--- config.mk ---
export PLATFORM = sky130hd
export DESIGN_NAME = ipv4_text_cidr_matcher_unit_flat
export DESIGN_NICKNAME = d
export VERILOG_FILES = /design/src/design/ipcm_pkg.sv /design/src/design/ipcm_ifs.sv /design/src/design/ipcm_parse.sv /design/src/design/ipcm_match.sv /design/src/design/ipv4_text_cidr_matcher_unit.sv /design/src/flat_wrapper.sv
export SDC_FILE = /design/constraint.sdc
export NUM_CORES = 1
export LEC_CHECK = 0
export ABC_AREA = 1
export BUFFER_PORTS_ARGS = -buffer_cell sky130_fd_sc_hd__buf_2
export CORE_MARGIN = 2
export CORE_UTILIZATION = 45
export CTS_CLUSTER_SIZE = 12
export DETAILED_ROUTE_END_ITERATION = 16
export PLACE_DENSITY = 0.65
export SLEW_MARGIN = 20
export SYNTH_ARGS = -nofsm -noshare
export SYNTH_HDL_FRONTEND = slang
export SYNTH_SLANG_ARGS = --single-unit
--- constraint.sdc ---
create_clock -name i_clk -period 4.6 [get_ports i_clk]
set_clock_uncertainty 0.1 [all_clocks]
set_input_delay 0.92 -clock i_clk [delete_from_list [all_inputs] [get_ports i_clk]]
set_output_delay 0.92 -clock i_clk [all_outputs]
set_load 0.01 [all_outputs]
--- src/design/ipcm_pkg.sv ---
// Package for the IPv4 text CIDR matcher.
// Holds the shared constants, register indexes, character codes, types and the
// CIDR compare function. It depends on nothing else.
package ipcm_pkg;

    localparam int unsigned LP_MAX_ENTRIES = 6;
    localparam int unsigned LP_CFG_IDX_W   = 3;
    localparam int unsigned LP_CFG_DATA_W  = 38;
    localparam int unsigned LP_COUNT_W     = 3;
    localparam int unsigned LP_ADDR_W      = 32;
    localparam int unsigned LP_PLEN_W      = 6;
    localparam int unsigned LP_CHAR_W      = 8;
    localparam int unsigned LP_OCTET_W     = 9;
    localparam int unsigned LP_EARLIER_W   = 24;

    localparam logic [LP_CFG_IDX_W-1:0] REG_ENTRY_COUNT = 3'd0;
    localparam logic [LP_CFG_IDX_W-1:0] REG_CIDR_FIRST  = 3'd1;

    localparam logic [LP_CHAR_W-1:0] CHAR_ZERO  = 8'h30;
    localparam logic [LP_CHAR_W-1:0] CHAR_NINE  = 8'h39;
    localparam logic [LP_CHAR_W-1:0] CHAR_DOT   = 8'h2E;
    localparam logic [LP_CHAR_W-1:0] CHAR_MINUS = 8'h2D;

    localparam logic [1:0]            LAST_OCTET_POS = 2'd3;
    localparam logic [LP_OCTET_W-1:0] OCTET_SAT      = 9'd256;
    localparam logic [LP_PLEN_W-1:0]  PLEN_MAX       = 6'd32;

    typedef struct packed {
        logic [LP_PLEN_W-1:0] plen;
        logic [LP_ADDR_W-1:0] net;
    } t_cidr_entry;

    typedef struct packed {
        logic                 good;
        logic [LP_ADDR_W-1:0] addr;
    } t_parse_res;

    function automatic logic cidr_hit(input t_cidr_entry entry,
                                      input logic [LP_ADDR_W-1:0] addr);
        logic [LP_ADDR_W-1:0] mask;
        mask = ~({LP_ADDR_W{1'b1}} >> entry.plen);
        return (entry.plen <= PLEN_MAX) && (((entry.net ^ addr) & mask) == '0);
    endfunction

endpackage

--- src/design/ipcm_ifs.sv ---
// Channel interfaces for the IPv4 text CIDR matcher: address text in,
// match result out, and the configuration write channel.
// Depends on ipcm_pkg for the field widths.
interface ipcm_text_if;
    import ipcm_pkg::*;
    logic                 valid;
    logic                 ready;
    logic [LP_CHAR_W-1:0] addr_char;
    logic                 addr_end;

    modport source (output valid, output addr_char, output addr_end, input ready);
    modport sink   (input valid, input addr_char, input addr_end, output ready);
endinterface

interface ipcm_result_if;
    import ipcm_pkg::*;
    logic                 valid;
    logic                 ready;
    logic                 trusted;
    logic                 well_formed;
    logic [LP_ADDR_W-1:0] packed_address;

    modport source (output valid, output trusted, output well_formed,
                    output packed_address, input ready);
    modport sink   (input valid, input trusted, input well_formed,
                    input packed_address, output ready);
endinterface

interface ipcm_cfg_if;
    import ipcm_pkg::*;
    logic                     valid;
    logic                     ready;
    logic [LP_CFG_IDX_W-1:0]  index;
    logic [LP_CFG_DATA_W-1:0] data;

    modport source (output valid, output index, output data, input ready);
    modport sink   (input valid, input index, input data, output ready);
endinterface

--- src/design/ipcm_parse.sv ---
// Dotted-decimal parser: holds the per-address parse state and folds in one
// character per transaction, giving the parse result for a final character.
// Depends on ipcm_pkg.
module ipcm_parse (
    input  logic                          i_clk,
    input  logic                          i_rst_n,
    input  logic                          i_take,
    input  logic [ipcm_pkg::LP_CHAR_W-1:0] i_char,
    input  logic                          i_end,
    output ipcm_pkg::t_parse_res          o_res
);
    import ipcm_pkg::*;

    logic [1:0]              r_pos,     n_pos;
    logic [LP_OCTET_W-1:0]   r_val,     n_val;
    logic                    r_digit,   n_digit;
    logic                    r_minus,   n_minus;
    logic                    r_mal,     n_mal;
    logic [LP_EARLIER_W-1:0] r_earlier, n_earlier;

    logic [11:0] w_sum;
    logic        w_cur_ok;
    logic        w_new_ok;

    assign w_sum = {r_val, 3'b000} + {2'b00, r_val, 1'b0} + {8'h00, i_char[3:0]};
    assign w_cur_ok = r_digit && !r_val[LP_OCTET_W-1] && (!r_minus || r_val == '0);

    always_comb begin
        n_pos     = r_pos;
        n_val     = r_val;
        n_digit   = r_digit;
        n_minus   = r_minus;
        n_mal     = r_mal;
        n_earlier = r_earlier;
        case (i_char) inside
            [CHAR_ZERO:CHAR_NINE]: begin
                n_val   = (w_sum > 12'(OCTET_SAT)) ? OCTET_SAT : w_sum[LP_OCTET_W-1:0];
                n_digit = 1'b1;
            end
            CHAR_MINUS: begin
                if (r_digit || r_minus) begin
                    n_mal = 1'b1;
                end
                n_minus = 1'b1;
            end
            CHAR_DOT: begin
                if (!w_cur_ok || r_pos == LAST_OCTET_POS) begin
                    n_mal = 1'b1;
                end else begin
                    n_earlier = {r_earlier[LP_EARLIER_W-9:0], r_val[7:0]};
                    n_pos     = r_pos + 2'd1;
                end
                n_val   = '0;
                n_digit = 1'b0;
                n_minus = 1'b0;
            end
            default: begin
                n_mal = 1'b1;
            end
        endcase
    end

    assign w_new_ok = n_digit && !n_val[LP_OCTET_W-1] && (!n_minus || n_val == '0);

    always_comb begin
        o_res.good = !n_mal && (n_pos == LAST_OCTET_POS) && w_new_ok;
        o_res.addr = o_res.good ? {n_earlier, n_val[7:0]} : '0;
    end

    always_ff @(posedge i_clk) begin
        if (!i_rst_n || (i_take && i_end)) begin
            r_pos     <= '0;
            r_val     <= '0;
            r_digit   <= 1'b0;
            r_minus   <= 1'b0;
            r_mal     <= 1'b0;
            r_earlier <= '0;
        end else if (i_take) begin
            r_pos     <= n_pos;
            r_val     <= n_val;
            r_digit   <= n_digit;
            r_minus   <= n_minus;
            r_mal     <= n_mal;
            r_earlier <= n_earlier;
        end
    end

endmodule

--- src/design/ipcm_match.sv ---
// CIDR match: compares one address against every active network entry.
// Depends on ipcm_pkg for the entry type and the compare function.
module ipcm_match (
    input  logic [ipcm_pkg::LP_ADDR_W-1:0]  i_addr,
    input  logic [ipcm_pkg::LP_COUNT_W-1:0] i_count,
    input  ipcm_pkg::t_cidr_entry           i_entry [ipcm_pkg::LP_MAX_ENTRIES],
    output logic                            o_hit
);
    import ipcm_pkg::*;

    logic [LP_MAX_ENTRIES-1:0] w_hits;

    always_comb begin
        for (int i = 0; i < LP_MAX_ENTRIES; i++) begin
            w_hits[i] = (LP_COUNT_W'(i) < i_count) && cidr_hit(i_entry[i], i_addr);
        end
    end

    assign o_hit = |w_hits;

endmodule

--- src/design/ipv4_text_cidr_matcher_unit.sv ---
// Top level of the IPv4 text CIDR matcher. It takes one address character
// per transaction and gives one result for each character marked final.
// Depends on ipcm_pkg, the channel interfaces, ipcm_parse and ipcm_match.
//
// The block accepts one character in every cycle while the output is not held
// off. A character passes an input register, is parsed on its way to a parse
// register, and the CIDR compare against up to six entries runs on its way to
// the output register, where the result for a final character is offered;
// results wait there while the output is held off.
// Configuration writes are always ready and are meant for idle periods only.
module ipv4_text_cidr_matcher_unit (
    input  logic          i_clk,
    input  logic          i_rst_n,
    ipcm_text_if.sink     i_text,
    ipcm_cfg_if.sink      i_cfg,
    ipcm_result_if.source o_result
);
    import ipcm_pkg::*;

    logic [LP_COUNT_W-1:0] r_entry_count;
    t_cidr_entry           r_entry [LP_MAX_ENTRIES];

    logic                 r_a_valid;
    logic [LP_CHAR_W-1:0] r_a_char;
    logic                 r_a_end;

    logic                 r_b_valid;
    t_parse_res           r_b_res;

    logic                 r_o_valid;
    logic                 r_o_trusted;
    logic                 r_o_well_formed;
    logic [LP_ADDR_W-1:0] r_o_addr;

    logic       w_o_free;
    logic       w_b_free;
    logic       w_take;
    logic       w_b_move;
    logic       w_in_acc;
    logic       w_cfg_we;
    logic       w_hit;
    t_parse_res w_res;

    assign w_o_free = !r_o_valid || o_result.ready;
    assign w_b_free = !r_b_valid || w_o_free;
    assign w_take   = r_a_valid && w_b_free;
    assign w_b_move = r_b_valid && w_o_free;
    assign w_in_acc = i_text.valid && i_text.ready;
    assign w_cfg_we = i_cfg.valid && i_cfg.ready;

    assign i_text.ready = !r_a_valid || w_take;
    assign i_cfg.ready  = 1'b1;

    always_ff @(posedge i_clk) begin
        if (!i_rst_n) begin
            r_entry_count <= '0;
            for (int i = 0; i < LP_MAX_ENTRIES; i++) begin
                r_entry[i] <= '0;
            end
        end else if (w_cfg_we) begin
            if (i_cfg.index == REG_ENTRY_COUNT) begin
                r_entry_count <= i_cfg.data[LP_COUNT_W-1:0];
            end
            for (int i = 0; i < LP_MAX_ENTRIES; i++) begin
                if (i_cfg.index == REG_CIDR_FIRST + LP_CFG_IDX_W'(i)) begin
                    r_entry[i] <= i_cfg.data;
                end
            end
        end
    end

    always_ff @(posedge i_clk) begin
        if (!i_rst_n) begin
            r_a_valid <= 1'b0;
        end else if (w_in_acc) begin
            r_a_valid <= 1'b1;
        end else if (w_take) begin
            r_a_valid <= 1'b0;
        end
    end

    always_ff @(posedge i_clk) begin
        if (w_in_acc) begin
            r_a_char <= i_text.addr_char;
            r_a_end  <= i_text.addr_end;
        end
    end

    ipcm_parse u_parse (
        .i_clk   (i_clk),
        .i_rst_n (i_rst_n),
        .i_take  (w_take),
        .i_char  (r_a_char),
        .i_end   (r_a_end),
        .o_res   (w_res)
    );

    always_ff @(posedge i_clk) begin
        if (!i_rst_n) begin
            r_b_valid <= 1'b0;
        end else begin
            r_b_valid <= (w_take && r_a_end) || (r_b_valid && !w_o_free);
        end
    end

    always_ff @(posedge i_clk) begin
        if (w_take && r_a_end) begin
            r_b_res <= w_res;
        end
    end

    ipcm_match u_match (
        .i_addr  (r_b_res.addr),
        .i_count (r_entry_count),
        .i_entry (r_entry),
        .o_hit   (w_hit)
    );

    always_ff @(posedge i_clk) begin
        if (!i_rst_n) begin
            r_o_valid <= 1'b0;
        end else begin
            r_o_valid <= w_b_move || (r_o_valid && !o_result.ready);
        end
    end

    always_ff @(posedge i_clk) begin
        if (w_b_move) begin
            r_o_trusted     <= r_b_res.good && w_hit;
            r_o_well_formed <= r_b_res.good;
            r_o_addr        <= r_b_res.addr;
        end
    end

    assign o_result.valid          = r_o_valid;
    assign o_result.trusted        = r_o_trusted;
    assign o_result.well_formed    = r_o_well_formed;
    assign o_result.packed_address = r_o_addr;

endmodule
--- src/flat_wrapper.sv ---
// flat-port wrapper written by rule: the top's interface ports become plain ports
module ipv4_text_cidr_matcher_unit_flat import ipcm_pkg::*;
  (i_clk, i_rst_n, i_text_valid, i_text_addr_char, i_text_addr_end, i_text_ready, i_cfg_valid, i_cfg_index, i_cfg_data, i_cfg_ready, o_result_valid, o_result_trusted, o_result_well_formed, o_result_packed_address, o_result_ready);
  ipcm_text_if i_text_i ();
  ipcm_cfg_if i_cfg_i ();
  ipcm_result_if o_result_i ();
  input  logic i_clk;
  input  logic i_rst_n;
  input wire logic [$bits(i_text_i.valid)-1:0] i_text_valid;
  input wire logic [$bits(i_text_i.addr_char)-1:0] i_text_addr_char;
  input wire logic [$bits(i_text_i.addr_end)-1:0] i_text_addr_end;
  output wire logic [$bits(i_text_i.ready)-1:0] i_text_ready;
  input wire logic [$bits(i_cfg_i.valid)-1:0] i_cfg_valid;
  input wire logic [$bits(i_cfg_i.index)-1:0] i_cfg_index;
  input wire logic [$bits(i_cfg_i.data)-1:0] i_cfg_data;
  output wire logic [$bits(i_cfg_i.ready)-1:0] i_cfg_ready;
  output wire logic [$bits(o_result_i.valid)-1:0] o_result_valid;
  output wire logic [$bits(o_result_i.trusted)-1:0] o_result_trusted;
  output wire logic [$bits(o_result_i.well_formed)-1:0] o_result_well_formed;
  output wire logic [$bits(o_result_i.packed_address)-1:0] o_result_packed_address;
  input wire logic [$bits(o_result_i.ready)-1:0] o_result_ready;
  assign i_text_i.valid = i_text_valid;
  assign i_text_i.addr_char = i_text_addr_char;
  assign i_text_i.addr_end = i_text_addr_end;
  assign i_text_ready = i_text_i.ready;
  assign i_cfg_i.valid = i_cfg_valid;
  assign i_cfg_i.index = i_cfg_index;
  assign i_cfg_i.data = i_cfg_data;
  assign i_cfg_ready = i_cfg_i.ready;
  assign o_result_valid = o_result_i.valid;
  assign o_result_trusted = o_result_i.trusted;
  assign o_result_well_formed = o_result_i.well_formed;
  assign o_result_packed_address = o_result_i.packed_address;
  assign o_result_i.ready = o_result_ready;
  ipv4_text_cidr_matcher_unit u_core (.i_clk(i_clk), .i_rst_n(i_rst_n), .i_text(i_text_i), .i_cfg(i_cfg_i), .o_result(o_result_i));
endmodule
==> results.txt <==
Min Tclk post-route - 3700 ps
DIE AREA - 0.0407 mm2
Static leakage - 8.94 nW
Post-DP HPWL - 44.4 mm
Cell Pwr Density - 368 mW/mm2
Slew Viols, Final - 0
Top FF cell, synth - dfxtp_1
Sequential element share of the synthesized area - 43.9%
Worst IR drop on VDD - 0.305 mV
Clock latency on the worst-skew pair - 580 ps
Vias - 16,600
Synth area leader - dfxtp_1
Final Setup Violations - 0
Top-count cell post-synth - nor2_1
Post-Syn Instances - 2,392
CTS buffer count - 41
ANT nets after route - 0
Final std cells w/o fill - 2,965
Resized Gates After CTS - 0
Synthesized area - 0.0176 mm2
Die width - 202 um
Gr usage total - 31.0%
Layout cells sized above 1 - 8.70%
Worst Path Arrival - 3900 ps
Status - completed
Area of the core - 0.0386 mm2
GR Overflow Total - 0
Via-to-Cell Ratio - 5.58
Kind of end point of the critical path - flop
Total wire length - 64.0 mm
CTS sink count - 348
Asr flop ratio synth - 0%
Pin count of the biggest net entering global routing - 108
Length of the first detailed-routing pass in iterations - 6
Crit path max fanout - 33
Initial antenna violation count - 0
First-pass GRT wire length - 95.4 mm
Setup WS pre-CTS - 897 ps
Number of global-route vias before repair - 15,400
Post-synth EDFFs - 76
Fmax - 0.270 GHz
Initial core utilization - 45.6%
Critical Path Start Type - flop
R2R setup slack - 900 ps
Nets - 2,492
Routed WL per cell - 21.6 um
Drc violations - 0
Fillers - 3,770
Diode count - 0
Flop and latch count out of synthesis - 348
H-tree depth - 2
Setup ws final - 899 ps
Hold/Removal Path Class - flop to flop
R2R cell count - 19
GP Congestion - 0.996
Area grow syn2layout - 11.5%
Critical Path RT - 4790 ps
Synth cell types - 51
Number of DRC markers in iteration 0 - 1,907
Worst-path clk slew - 60 ps
Warnings from Yosys - 0
Synth Net Count - 2,467
Worst slew pin tran - 1100 ps
Post-CTS Hold Buffers - 0
TritonCTS clock tree - built
Clock tree buffer depth - 3
Row cnt - 72
CTS Root Buffer Type - clkbuf_16
Top cell type's share of synthesized area - 30.9%
IO Count - 92
Slew headroom - 26.1%
Final Hold Fails - 0
Syn Area/Cell - 7.36 um2
Final period utilization - 80.5%
Crit Path Class - flop to flop
Max cap viols - 0
WHS Path Cells - 2
Post-synth top cells - nor2_1 (511), o21ai_0 (377), dfxtp_1 (272), nand2_1 (268), inv_1 (209)
Die Height - 202 um
Unrepaired setup endpoints after global routing - no
Largest cells by area after synthesis - dfxtp_1 (31%), edfxtp_1 (13%), nor2_1 (11%), o21ai_0 (11%), nand2_1 (5.7%)
TNS Setup - 0 ps
Postcts setup bufs - 0
Dpl cells - 2,892
Port Buffers - 90
-- registers in the layout, summed over array words and instances, names as in the netlist, 2 cells and up --
name	flops
u_core.r_entry	228
u_core.o_result.packed_address	32
u_core.r_a_char	8
u_core.u_parse.r_val	9
u_core.u_parse.r_pos	2
u_core.r_b_res	33
u_core.r_entry_count	3
u_core.u_parse.r_earlier	24
-- path summary, 6_finish.rpt --
path	start	endpoint
worst max register to register	u_core.r_a_char[2]$_DFFE_PP_	u_core.r_b_res[28]$_SDFFCE_PN0P_
worst min-delay path	u_core.r_entry[60]$_SDFFE_PN0P_	u_core.r_entry[60]$_SDFFE_PN0P_
worst max-delay path	u_core.r_a_char[2]$_DFFE_PP_	u_core.r_b_res[28]$_SDFFCE_PN0P_
worst min register to register	u_core.r_entry[60]$_SDFFE_PN0P_	u_core.r_entry[60]$_SDFFE_PN0P_
-- metrics by stage --
step	utilization, %	total power, mW	hold WS (ps)	area, um2
3_3_place_gp	47.6	4.21	356	18400
6_report	50.8	7.22	382	19600
2_1_floorplan	-	3.89	320	17600
3_5_place_dp	47.6	4.21	368	18400
5_1_grt	50.8	7.48	395	19600
4_1_cts	50.8	7.25	376	19600
-- cells by family (layout without fill, tap and decap cells) --
family,after synthesis,count (layout),synth area share [%]
other,1,1,0.0213
adder cells (fa/ha/maj),20,20,1.51
AO/OA/AOI/OAI,571,571,17.1
buffers and inverters,351,406,7.66
flip-flops,348,348,43.9
AND/OR/NAND/NOR,939,939,21.8
XOR/XNOR,162,162,8.06
-- layout make-up --
class / count / area, um2 / share of cell area (%)
clock buffers: 63 / 1150 / 5.85
clock inverters: 10 / 73.8 / 0.376
inverters: 219 / 822 / 4.19
multi-input cells: 1693 / 8570 / 43.7
flip-flops and latches: 348 / 7730 / 39.4
well taps: 518 / 648 / 3.30
repair buffers: 114 / 637 / 3.24
-- worst max-delay path: stages (launching register included) --
cell      delay [ps]
edfxtp_1         390
ha_1             290
ha_1             220
inv_1             80
fa_1             560
inv_1             40
nor2_1            70
nand2_1           50
nor2_1            90
nand3_1           90
nor2_1            90
nand2_1           80
nand2_2          150
nand3_2          110
o21ai_2          170
nor2_1            50
nand2_1           70
o21ai_2           60
nand2_2          540
nor2_1           100
-- routing by layer --
metal	global-route usage (%)	wire, um
met1	41.1	26900
met2	50.7	29500
met3	4.77	5150
met4	12.1	2500
met5	0	0
-- cells in the final DEF (no fill, tap or decap), types with 3 or more instances in the layout --
cell type,n
inv_1,208
nor3_1,14
nand2_1,268
clkbuf_1,18
edfxtp_1,76
o31ai_1,5
nor2_2,18
o21ai_0,376
nand4_1,28
clkbuf_8,4
buf_2,89
nor4_1,5
clkinv_1,11
a31oi_1,4
nor2_4,3
buf_4,24
o2111ai_1,4
nor2_1,505
clkinv_2,5
dfxtp_1,272
xor2_1,105
clkbuf_16,41
nand3_1,75
xnor2_1,57
o21ai_2,3
o221ai_1,3
nand2_2,4
o22ai_1,6
or2_2,12
a22oi_1,11
a21oi_1,136
o211ai_1,8
ha_1,18
-- report_power, final --
part	internal, mW	switching, mW	total [mW]
clock network	1.72	1.32	3.04
registers	3.23	0.141	3.38
logic	0.261	0.543	0.803
total	5.22	2.01	7.22
Note: power is estimated with default switching activity, not from simulation.
